<file path="config.mk">
export PLATFORM = sky130hd
export DESIGN_NAME = hcbp_ctrl
export DESIGN_NICKNAME = d
export VERILOG_FILES = /design/src/design/hcbp_pkg.sv /design/src/design/hcbp_ctrl.sv
export SDC_FILE = /design/constraint.sdc
export NUM_CORES = 1
export LEC_CHECK = 0
export ABC_AREA = 1
export BUFFER_PORTS_ARGS = -buffer_cell sky130_fd_sc_hd__clkbuf_2
export CORE_AREA = 2 2 39 41
export CTS_CLUSTER_DIAMETER = 150
export DETAILED_ROUTE_END_ITERATION = 12
export DIE_AREA = 0 0 41 43
export GPL_TIMING_DRIVEN = 0
export PLACE_DENSITY_LB_ADDON = 0.25
export SETUP_SLACK_MARGIN = 0.02
export SLEW_MARGIN = 20
export SYNTH_ARGS = -nofsm -noshare
export SYNTH_HDL_FRONTEND = slang
export SYNTH_SLANG_ARGS = --single-unit
</file>
<file path="constraint.sdc">
create_clock -name clk -period 2.9 [get_ports clk]
set_clock_uncertainty 0.15 [all_clocks]
set_input_delay 0.29 -clock clk [delete_from_list [all_inputs] [get_ports clk]]
set_output_delay 0.29 -clock clk [all_outputs]
set_load 0.01 [all_outputs]
</file>
<file path="src/design/hcbp_pkg.sv">
// Shared constants, op codes and control structs of the Huffman code bit packer.
// No dependencies.
`default_nettype none

package hcbp_pkg;

    localparam int SYMBOL_COUNT = 256;
    localparam int MAX_CODE_LEN = 16;

    localparam int SYM_W     = 8;
    localparam int CODE_W    = 16;
    localparam int LEN_W     = 5;
    localparam int BYTE_W    = 8;
    localparam int SYM_IDX_W = (SYMBOL_COUNT > 1) ? $clog2(SYMBOL_COUNT) : 1;
    localparam int EFF_MAX   = (MAX_CODE_LEN < CODE_W) ? MAX_CODE_LEN : CODE_W;

    localparam logic [1:0] OP_LOAD   = 2'd0;
    localparam logic [1:0] OP_ENCODE = 2'd1;
    localparam logic [1:0] OP_FLUSH  = 2'd2;

    typedef struct packed {
        logic load_we;
        logic rd_en;
        logic commit_enc;
        logic commit_flush;
    } hcbp_cmd_t;

    typedef struct packed {
        logic out_empty;
    } hcbp_sts_t;

endpackage

`default_nettype wire

</file>
<file path="src/design/hcbp_ctrl.sv">
// Controller FSM: accepts words, sequences table lookup and commit.
// Depends on hcbp_pkg.
`default_nettype none

module hcbp_ctrl (
    input  wire logic              clk,
    input  wire logic              rst_n,
    input  wire logic              in_valid,
    output logic                   in_stall,
    input  wire logic [1:0]        op,
    input  wire hcbp_pkg::hcbp_sts_t sts,
    output hcbp_pkg::hcbp_cmd_t    cmd
);
    import hcbp_pkg::*;

    localparam logic [1:0] ST_IDLE  = 2'd0;
    localparam logic [1:0] ST_ENC   = 2'd1;
    localparam logic [1:0] ST_FLUSH = 2'd2;

    logic [1:0] state_reg;
    logic [1:0] state_next;
    logic       accept;

    assign in_stall = (state_reg != ST_IDLE);
    assign accept   = in_valid && !in_stall;

    always_comb
    begin
        state_next       = state_reg;
        cmd.load_we      = 1'b0;
        cmd.rd_en        = 1'b0;
        cmd.commit_enc   = 1'b0;
        cmd.commit_flush = 1'b0;
        unique case (state_reg)
            ST_IDLE:
            begin
                if (accept)
                begin
                    unique case (op)
                        OP_LOAD:   cmd.load_we = 1'b1;
                        OP_ENCODE:
                        begin
                            cmd.rd_en  = 1'b1;
                            state_next = ST_ENC;
                        end
                        OP_FLUSH:  state_next = ST_FLUSH;
                        default:   state_next = ST_IDLE;
                    endcase
                end
            end
            ST_ENC:
            begin
                // wait until both output slots are free
                if (sts.out_empty)
                begin
                    cmd.commit_enc = 1'b1;
                    state_next     = ST_IDLE;
                end
            end
            ST_FLUSH:
            begin
                if (sts.out_empty)
                begin
                    cmd.commit_flush = 1'b1;
                    state_next       = ST_IDLE;
                end
            end
            default: state_next = ST_IDLE;
        endcase
    end

    always_ff @(posedge clk or negedge rst_n)
    begin
        if (!rst_n)
            state_reg <= ST_IDLE;
        else
            state_reg <= state_next;
    end

endmodule

`default_nettype wire

</file>
Word level (Yosys, flattened, before mapping)
Index checks and enable logic that the tools add are counted.
{ "word_totals": {"register_bits": 2, "wordCells": 26} }
{ "classes": {"n_eq_ne": 7, "muxes": 11, "n_reduce_logical": 7} }
{ "ops": {"columns": ["cell", "n"], "rows": [
  ["2-bit 2-to-1 mux", 4],
  ["2-bit case mux with 3 select lines", 1],
  ["1-bit 2-to-1 mux", 5],
  ["2-bit by 1-bit == test with 1-bit output, second input constant", 2],
  ["2-bit == test, second input constant", 2],
  ["2-bit zero test", 2],
  ["2-bit != test, second input constant", 2],
  ["2-bit case mux with 2 select lines", 1],
  ["3-bit AND reduction", 1],
  ["2-bit by 1-bit != test with 1-bit output, second input constant", 1],
  ["2-bit nonzero test", 1],
  ["2-bit OR reduction", 1],
  ["1-bit logical AND", 1],
  ["1-bit zero test", 1]
]} }

Depth between registers and ports, before layout
Gate-level depths: netlist of the first run.
{ "depth": {"ltp_word": 5, "depth_mapped": 7, "ltp_nobuf": 7} }

Worst setup path after synthesis of the first run
No wires, ideal clock.
{ "synth_timing": {"kind": "reg-to-output", "from": "register state_reg[0]", "to": "output port cmd[2] (netlist name)", "arrival_ns": 1.041, "t_required_ns": 2.460, "setup_slack_ns": 1.419, "path_stages_with_launch": 6, "n_path_buf": 0, "path_cell_list": "dfrtp_1 > inv_1 > ha_1 > inv_2 > nor3b_2 > and2_1"} }
{ "synth_lines": {"columns": ["element", "line_no", "rtl"], "rows": [
  ["start: declaration", "hcbp_ctrl.sv:20", "logic [1:0] state_reg;"],
  ["start signal: assignment", "hcbp_ctrl.sv:77", "state_reg <= state_next;"],
  ["end: declaration", "hcbp_ctrl.sv:12", "output hcbp_pkg::hcbp_cmd_t cmd"]
]} }

==> results of run 1 <==
## through the flow
step	setup WS, ns	power (mW)	std cells
after detailed placement	1.261	0.1593	57
after CTS	1.018	0.2256	61
after global routing	0.8870	0.2477	61
after floorplan	1.419	0.1259	31
after global placement	1.250	0.1590	57
final	1.046	0.2186	61
## worst max path at each step
stage,start,to,depth (start not counted)
5_1_grt,state_reg[0]$_DFFE_PN0P_,cmd[2],6
2_1_floorplan,state_reg[0]$_DFFE_PN0P_,cmd[2],5
6_report,state_reg[0]$_DFFE_PN0P_,cmd[2],6
3_3_place_gp,state_reg[0]$_DFFE_PN0P_,cmd[2],6
3_5_place_dp,state_reg[0]$_DFFE_PN0P_,cmd[2],6
4_1_cts,state_reg[0]$_DFFE_PN0P_,cmd[2],6
## power groups by stage
| stage | combinational (mW) | clock, mW | sequential [mW] |
|---|---|---|---|
| 4_1_cts | 0.116 | 0.0653 | 0.0444 |
| 3_3_place_gp | 0.114 | 0 | 0.0449 |
| 3_5_place_dp | 0.115 | 0 | 0.0447 |
| 6_report | 0.114 | 0.0604 | 0.0445 |
| 2_1_floorplan | 0.0825 | 0 | 0.0434 |
| 5_1_grt | 0.133 | 0.0681 | 0.0467 |
## cells by family (layout without fill, tap and decap cells)
| logic type | after synthesis | after routing | synth area share |
|---|---|---|---|
| compound gates | 1 | 1 | 0.02498 |
| simple gates | 17 | 17 | 0.3875 |
| fa+ha+maj | 3 | 3 | 0.1875 |
| flops | 2 | 2 | 0.2500 |
| buf+inv | 8 | 22 | 0.1500 |
## cell type report
type                       count  share of cell area
multi-input combinational     21              0.3967
tap                           16             0.06612
inverter                       8             0.09917
sequential                     2              0.1653
timing repair buffer          11              0.1983
clock buffer                   3             0.07438
## layer usage
metal / up-vias / part of all wire / track usage / routed length (um)
met5: - / 0 / 0 / 0
met4: 0 / 0 / 0.06000 / 0
met3: 0 / 0.061 / 0.06283 / 24
met2: 4 / 0.50 / 0.08125 / 198
met1: 95 / 0.44 / 0.06109 / 173
li1: 120 / - / - / -
## Yosys cell counts (all sizes together)
library cell | number | area, sq um
inv | 8 | 30.03
nor2 | 4 | 15.01
dfrtp | 2 | 50.05
a21oi | 1 | 5.000
and2 | 1 | 6.260
nand2 | 9 | 33.78
nand3 | 2 | 10.01
ha | 3 | 37.54
nor3b | 1 | 12.51
## worst max-delay path: cells and delay by family (launching register included)
family | cells | cell delay (ns)
flip-flops | 1 | 0.39
AND/OR/NAND/NOR | 2 | 0.32
buffers and inverters | 3 | 0.27
adder cells (fa/ha/maj) | 1 | 0.21
## cell usage in the layout, fill, tap and decap left out, drive strengths merged
cell / n
dfrtp: 2
and2: 1
clkbuf: 13
dlygate4sd3: 1
nand2: 9
nor3b: 1
a21oi: 1
nand3: 2
nor2: 4
ha: 3
inv: 8
==> results.py, run 1 <==
metrics = {
    "run_status": {
        "status": "completed",
    },
    "timing": {
        "setup_viol": 0,
        "fin_tns_setup_ns": 0,
        "worstMarginPinSlew_ns": 0.1591,
        "drv_slew": 0,
        "rsz0062_at_grt": "false",
        "hold_ws_ns": 0.2041,
        "hold_viol_final": 0,
        "fmax_mhz": 539.2,
        "max-slew-margin-rel": 0.8935,
        "period_minus_slack_ns": 1.854,
        "fin_crit_sh": 0.6395,
    },
    "grt": {
        "grt_start_max_net_pins": 4,
        "grt_pass1_vias": 185,
        "antenna_found_initial": 0,
        "track_usage": 0.06627,
        "grt-ovfl-total": 0,
        "grt_pass1_wl_um": 703,
    },
    "clock_tree": {
        "path_clk_slew_ns": 0.03,
        "clock_sinks": 2,
        "root_buffer": "clkbuf_4",
        "cts_tree": "done",
        "cts_buffers": 3,
        "htree_levels": 1,
        "cts_resized": 0,
        "clk_latency_ns": 0.22,
        "cts_setup_buffers": 0,
        "cts_buffer_depth": 2,
        "hold_buffers": 1,
    },
    "power_and_ir_drop": {
        "vdd_drop_max_mv": 0.1637,
        "p_leak_nw": 0.1951,
        "p_comb_frac": 0.520,
        "clockPowerShare": 0.276,
        "intPower_mw": 0.1290,
        "p_per_area_nw_per_um2": 721.9,
        "p_sw_mw": 0.08960,
        "swShare": 0.4099,
        "seqPwrFrac": 0.203,
    },
    "yosys": {
        "yosysWarnings": 0,
        "netlist_instances": 31,
        "synth_seq_area_share": 0.2500,
        "synth.cell_area_sq_um": 200.2,
        "syn_nets": 40,
        "ys_seq_elements": 2,
        "synth_cell_types": 10,
        "avgSynthCellArea_sq_um": 6.458,
    },
    "floorplan": {
        "die_area_sq_um": 1763,
        "die_w_um": 41,
        "core_area_sq_um": 1384,
        "start_util": 0.1447,
        "io_pins": 11,
        "dieHeight_um": 43,
        "row_count": 14,
    },
    "hold_path": {
        "whs_endpoint": "state_reg[1]$_DFFE_PN0P_",
        "min_from": "op[1]",
        "hold_path.class": "input pin to register",
        "holdPathStages": 3,
    },
    "drt": {
        "viasPerCell": 3.590,
        "ant_nets": 0,
        "drc": 0,
        "initialDrtViolationCount": 5,
        "firstDrtPassIters": 3,
        "totalWireLength_um": 396,
        "num_vias": 219,
        "drt-wirelength-per-cell_um": 6.492,
    },
    "cells_and_area": {
        "fin_nets": 56,
        "final_cell_area_sq_um": 302.8,
        "layout-drive-gt1-share": 0.3333,
        "seqCellArea_sq_um": 50.05,
        "fillers": 165,
        "largest_reg_flops": 2,
        "utilization": 0.2188,
        "multi_input_area_sq_um": 120.1,
        "area_delta_synth_final_pct": 51.25,
        "antenna_cells": 0,
    },
    "place": {
        "hpwl_um": 340.3,
        "place.gp.congestion": 0.6771,
        "portBuffers": 10,
        "place_area_sq_um": 270.3,
    },
    "worst_setup_path": {
        "cp_max_fo": 3,
        "timing.rr.end": "state_reg[1]$_DFFE_PN0P_",
        "critical-path-slowest-cell": "dfrtp_1",
        "reg2reg_slack_ns": 1.61,
        "path_class": "register to primary output",
        "reg2reg_from": "state_reg[0]$_DFFE_PN0P_",
        "crit_required_ns": 2.46,
        "startpoint_type": "register",
        "crit_chain": "inv_1, ha_1, inv_2, nor3b_2, and2_1, clkbuf_2",
        "arrival_ns": 1.41,
        "crit_path_end_kind": "primary output",
        "critPathMaxStageDelay_ns": 0.39,
        "rr_worst_depth": 6,
    },
    "run": {
        "cap_violations": 0,
    },
}
No activity file was read; power rests on OpenSTA's default activity.
==> inputs of run 2 (changes only) <==
clock period = 1.72 ns   (was 2.9 ns; I/O delays follow)
==> results.py, run 2 (synthesized netlist as in run 1, its figures left out) <==
metrics = {
    "cells_and_area": {
        "area_delta_synth_final_pct": 104.4,
        "fin_nets": 67,
        "layout-drive-gt1-share": 0.5357,
        "largest_reg_flops": 2,
        "fillers": 161,
        "antenna_cells": 0,
        "multi_input_area_sq_um": 141.4,
        "final_common_cell": "buf_4",
        "final_cell_mix": "buf_4 (11), clkbuf_2 (9), nand2_1 (8)",
        "seqCellArea_sq_um": 50.05,
    },
    "drt": {
        "totalWireLength_um": 556,
        "drt-wirelength-per-cell_um": 7.722,
        "num_vias": 268,
        "viasPerCell": 3.722,
        "initialDrtViolationCount": 3,
        "ant_nets": 0,
        "firstDrtPassIters": 2,
        "drc": 0,
    },
    "worst_setup_path": {
        "crit_buf_inv": 3,
        "crit_start": "state_reg[1]$_DFFE_PN0P_",
        "path_class": "register to primary output",
        "critPathMaxStageDelay_ns": 0.38,
        "cp_max_fo": 3,
        "arrival_ns": 1.34,
        "crit_chain": "inv_2, ha_4, inv_4, nor3b_4, and2_1, buf_2",
        "critical-path-slowest-cell": "dfrtp_1",
        "reg2reg_from": "state_reg[1]$_DFFE_PN0P_",
        "critical-path-top-delay-family": "flip-flops",
        "startpoint_type": "register",
        "crit_required_ns": 1.40,
        "crit_path_end_kind": "primary output",
    },
    "place": {
        "dp_slack_ns": 0.1988,
        "portBuffers": 10,
        "hpwl_um": 340.3,
        "place.gp.congestion": 0.6771,
    },
    "hold_path": {
        "hold_path.class": "input pin to register",
        "min_from": "op[1]",
    },
    "run_status": {
        "status": "completed",
    },
    "clock_tree": {
        "cts_tree": "done",
        "path_clk_slew_ns": 0.03,
        "cts_buffers": 3,
        "root_buffer": "clkbuf_4",
        "htree_levels": 1,
        "clock_sinks": 2,
        "cts_buffer_depth": 2,
        "clk_latency_ns": 0.22,
    },
    "run": {
        "cap_violations": 0,
    },
    "floorplan": {
        "dieHeight_um": 43,
        "core_area_sq_um": 1384,
        "io_pins": 11,
        "row_count": 14,
        "die_w_um": 41,
        "start_util": 0.1447,
        "die_area_sq_um": 1763,
    },
    "timing": {
        "hold_ws_ns": 0.1056,
        "hold_viol_final": 0,
        "fin_tns_setup_ns": 0,
        "max-slew-margin-rel": 0.8892,
        "rsz0062_at_grt": "true",
        "worstMarginPinSlew_ns": 0.1660,
        "period_minus_slack_ns": 1.657,
        "fmax_mhz": 603.3,
        "drv_slew": 0,
        "fin_crit_sh": 0.9636,
        "worst_slack_ns": 0.06257,
        "setup_viol": 0,
    },
    "power_and_ir_drop": {
        "vdd_drop_max_mv": 0.3385,
        "p_per_area_nw_per_um2": 1279,
        "power_mw": 0.5233,
        "p_leak_nw": 0.2549,
    },
    "grt": {
        "grt_pass1_wl_um": 793,
        "grt.busiest_layer": "met2",
        "grtUsageMet2": 0.1094,
        "grt_pass1_vias": 209,
        "grt-ovfl-total": 0,
        "use_met3": 0.06283,
        "track_usage": 0.07631,
        "antenna_found_initial": 0,
        "use_met1": 0.06431,
        "grt_start_max_net_pins": 4,
    },
}
## run 2: stage by stage
step	instances	area (sq um)	util
floorplan	31	200.2	-
finish	72	409.1	0.2957
global placement	57	270.3	0.1953
detailed placement	57	270.3	0.1953
CTS	68	367.9	0.2658
global route	72	409.1	0.2957
## run 2: worst paths after layout
kind	to	slack [ns]	cells after the start
max	cmd[2]	0.06	6
min	state_reg[1]$_DFFE_PN0P_	0.11	3
max reg2reg	state_reg[0]$_DFFE_PN0P_	0.07	11
min reg2reg	state_reg[1]$_DFFE_PN0P_	0.53	3
max in group asynchronous	state_reg[0]$_DFFE_PN0P_	1.20	2
min in group asynchronous	state_reg[1]$_DFFE_PN0P_	0.12	2
## run 2: where the power goes
group          total (mW)  internal (mW)  switching (mW)
Sequential         0.0760         0.0647          0.0113
Clock               0.102         0.0769          0.0256
Combinational       0.345          0.184           0.161
## run 2: area by class of cell
| class | count | area share |
|---|---|---|
| clock buffer | 3 | 0.05505 |
| inverter | 8 | 0.07951 |
| multi-input combinational | 21 | 0.3456 |
| sequential | 2 | 0.1223 |
| tap | 16 | 0.04893 |
| timing repair buffer | 22 | 0.3486 |
## run 2: repair_timing
action | 4_1_cts | 5_1_grt
hold endpoints to repair | 2 | 0
pin swaps | 1 | 4
setup endpoints to repair | 1 | 2
hold buffers | 1 | 0
gates resized for setup | 4 | 4
setup buffers | 7 | 4
gates cloned | 0 | 0
## run 2: per-layer routing
metal,vias up,part of all wire
met2,4,0.57
met1,123,0.38
li1,141,-
met5,-,0
met3,0,0.043
met4,0,0
## run 2: worst reg2reg max path: stages (launching register included)
cell	delay, ns
dfrtp_1	0.38
inv_2	0.10
ha_4	0.15
inv_4	0.04
nor3b_4	0.18
buf_4	0.14
buf_4	0.10
buf_4	0.09
buf_4	0.08
buf_4	0.09
nand2_2	0.04
nand2_1	0.04
==> inputs of run 3 (changes only) <==
--- a/constraint.sdc
+++ b/constraint.sdc
@@ -4,2 +4,2 @@
 set_output_delay 0.172 -clock clk [all_outputs]
-set_load 0.01 [all_outputs]
+set_load 0.02 [all_outputs]
==> results.py, run 3 (synthesized netlist as in run 1, its figures left out) <==
metrics = {
    "run_status": {
        "status": "completed",
    },
    "cells_and_area": {
        "fin_nets": 67,
        "layout-drive-gt1-share": 0.5357,
        "fillers": 155,
        "final_cell_mix": "buf_4 (11), clkbuf_2 (9), nand2_1 (8)",
        "antenna_cells": 0,
        "area_delta_synth_final_pct": 108.8,
        "final_common_cell": "buf_4",
        "utilization": 0.3020,
        "largest_reg_flops": 2,
    },
    "clock_tree": {
        "path_clk_slew_ns": 0.03,
        "htree_levels": 1,
        "root_buffer": "clkbuf_4",
        "cts_buffers": 3,
        "clock_sinks": 2,
        "clk_latency_ns": 0.22,
        "cts_buffer_depth": 2,
        "cts_tree": "done",
    },
    "place": {
        "place.gp.congestion": 0.6771,
        "hpwl_um": 340.3,
        "dp_slack_ns": 0.1623,
        "portBuffers": 10,
    },
    "timing": {
        "fmax_mhz": 599.1,
        "rsz0062_at_grt": "true",
        "worstMarginPinSlew_ns": 0.1641,
        "drv_slew": 0,
        "worst_slack_ns": 0.05078,
        "period_minus_slack_ns": 1.669,
        "max-slew-margin-rel": 0.8905,
        "fin_tns_setup_ns": 0,
        "fin_crit_sh": 0.9705,
        "hold_viol_final": 0,
        "setup_viol": 0,
    },
    "hold_path": {
        "min_from": "op[1]",
        "hold_path.class": "input pin to register",
    },
    "worst_setup_path": {
        "reg2reg_from": "state_reg[1]$_DFFE_PN0P_",
        "path_class": "register to primary output",
        "arrival_ns": 1.35,
        "crit_required_ns": 1.40,
        "startpoint_type": "register",
        "crit_start": "state_reg[0]$_DFFE_PN0P_",
        "crit_path_end_kind": "primary output",
        "cp_max_fo": 2,
    },
    "grt": {
        "grt-ovfl-total": 0,
        "grt_pass1_wl_um": 834,
        "grt_start_max_net_pins": 4,
        "track_usage": 0.07924,
        "antenna_found_initial": 0,
        "grt_pass1_vias": 229,
    },
    "power_and_ir_drop": {
        "p_per_area_nw_per_um2": 1336,
        "power_mw": 0.5583,
        "p_leak_nw": 0.2561,
        "vdd_drop_max_mv": 0.3152,
    },
    "drt": {
        "drt-wirelength-per-cell_um": 7.653,
        "drc": 0,
        "ant_nets": 0,
        "firstDrtPassIters": 2,
        "initialDrtViolationCount": 5,
        "totalWireLength_um": 551,
        "num_vias": 268,
        "viasPerCell": 3.722,
    },
    "floorplan": {
        "io_pins": 11,
        "die_w_um": 41,
        "core_area_sq_um": 1384,
        "die_area_sq_um": 1763,
        "row_count": 14,
        "start_util": 0.1447,
        "dieHeight_um": 43,
    },
    "run": {
        "cap_violations": 0,
    },
}
[run 3: cell count changes in the layout (fill, tap and decap cells not counted)]
| cell | delta |
|---|---|
| clkbuf_8 | +1 |
| buf_2 | -1 |
[run 3: routing by layer]
| metal | part of all wire | routed length [um] | global-route usage |
|---|---|---|---|
| met1 | 0.38 | 208 | 0.07051 |
| met2 | 0.58 | 317 | 0.1125 |
| met3 | 0.044 | 24 | 0.06283 |
| met4 | 0 | 0 | 0.06000 |
| met5 | 0 | 0 | 0 |
[run 3: final timing paths]
check | cells past startpoint | to | slack (ns)
max | 6 | cmd[2] | 0.05
min | 3 | state_reg[1]$_DFFE_PN0P_ | 0.11
max reg2reg | 11 | state_reg[0]$_DFFE_PN0P_ | 0.10
min reg2reg | 3 | state_reg[0]$_DFFE_PN0P_ | 0.45
max in group asynchronous | 2 | state_reg[0]$_DFFE_PN0P_ | 1.20
min in group asynchronous | 2 | state_reg[1]$_DFFE_PN0P_ | 0.12
[run 3: area by class of cell]
class	count	area [sq um]	share of cell area
multi-input cells	21	141.4	0.3383
clock buffers	3	22.52	0.05389
repair buffers	22	151.4	0.3623
inverters	8	32.53	0.07784
flip-flops and latches	2	50.05	0.1198
well taps	16	20.02	0.04790
[run 3: stage by stage]
step                instance area [sq um]  instances  hold slack [ns]
CTS                                 401.6         71          0.08045
global placement                    270.3         57          -0.1888
detailed placement                  270.3         57          -0.1862
floorplan                           200.2         31          -0.2736
finish                              417.9         72           0.1137
global route                        417.9         72           0.1236
[run 3: critical path, stage by stage, from the launching register on]
cell and delay, ns:
dfrtp_1 0.37, inv_2 0.08, ha_4 0.15, inv_4 0.04, nor3b_4 0.18, and2_1 0.16, clkbuf_8 0.14
[run 3: what timing repair did]
action | 4_1_cts | 5_1_grt
pin swaps | 3 | 4
setup endpoints to repair | 1 | 2
resized for setup | 7 | 2
endpoints found under the hold margin | 2 | 0
hold buffers | 1 | 0
buffers inserted | 10 | 1
[run 3: report_power, final]
group / total (mW) / internal [mW] / switching (mW)
Sequential: 0.0752 / 0.0647 / 0.0106
Clock: 0.102 / 0.0769 / 0.0253
Combinational: 0.381 / 0.196 / 0.185
Total: 0.558 / 0.338 / 0.221
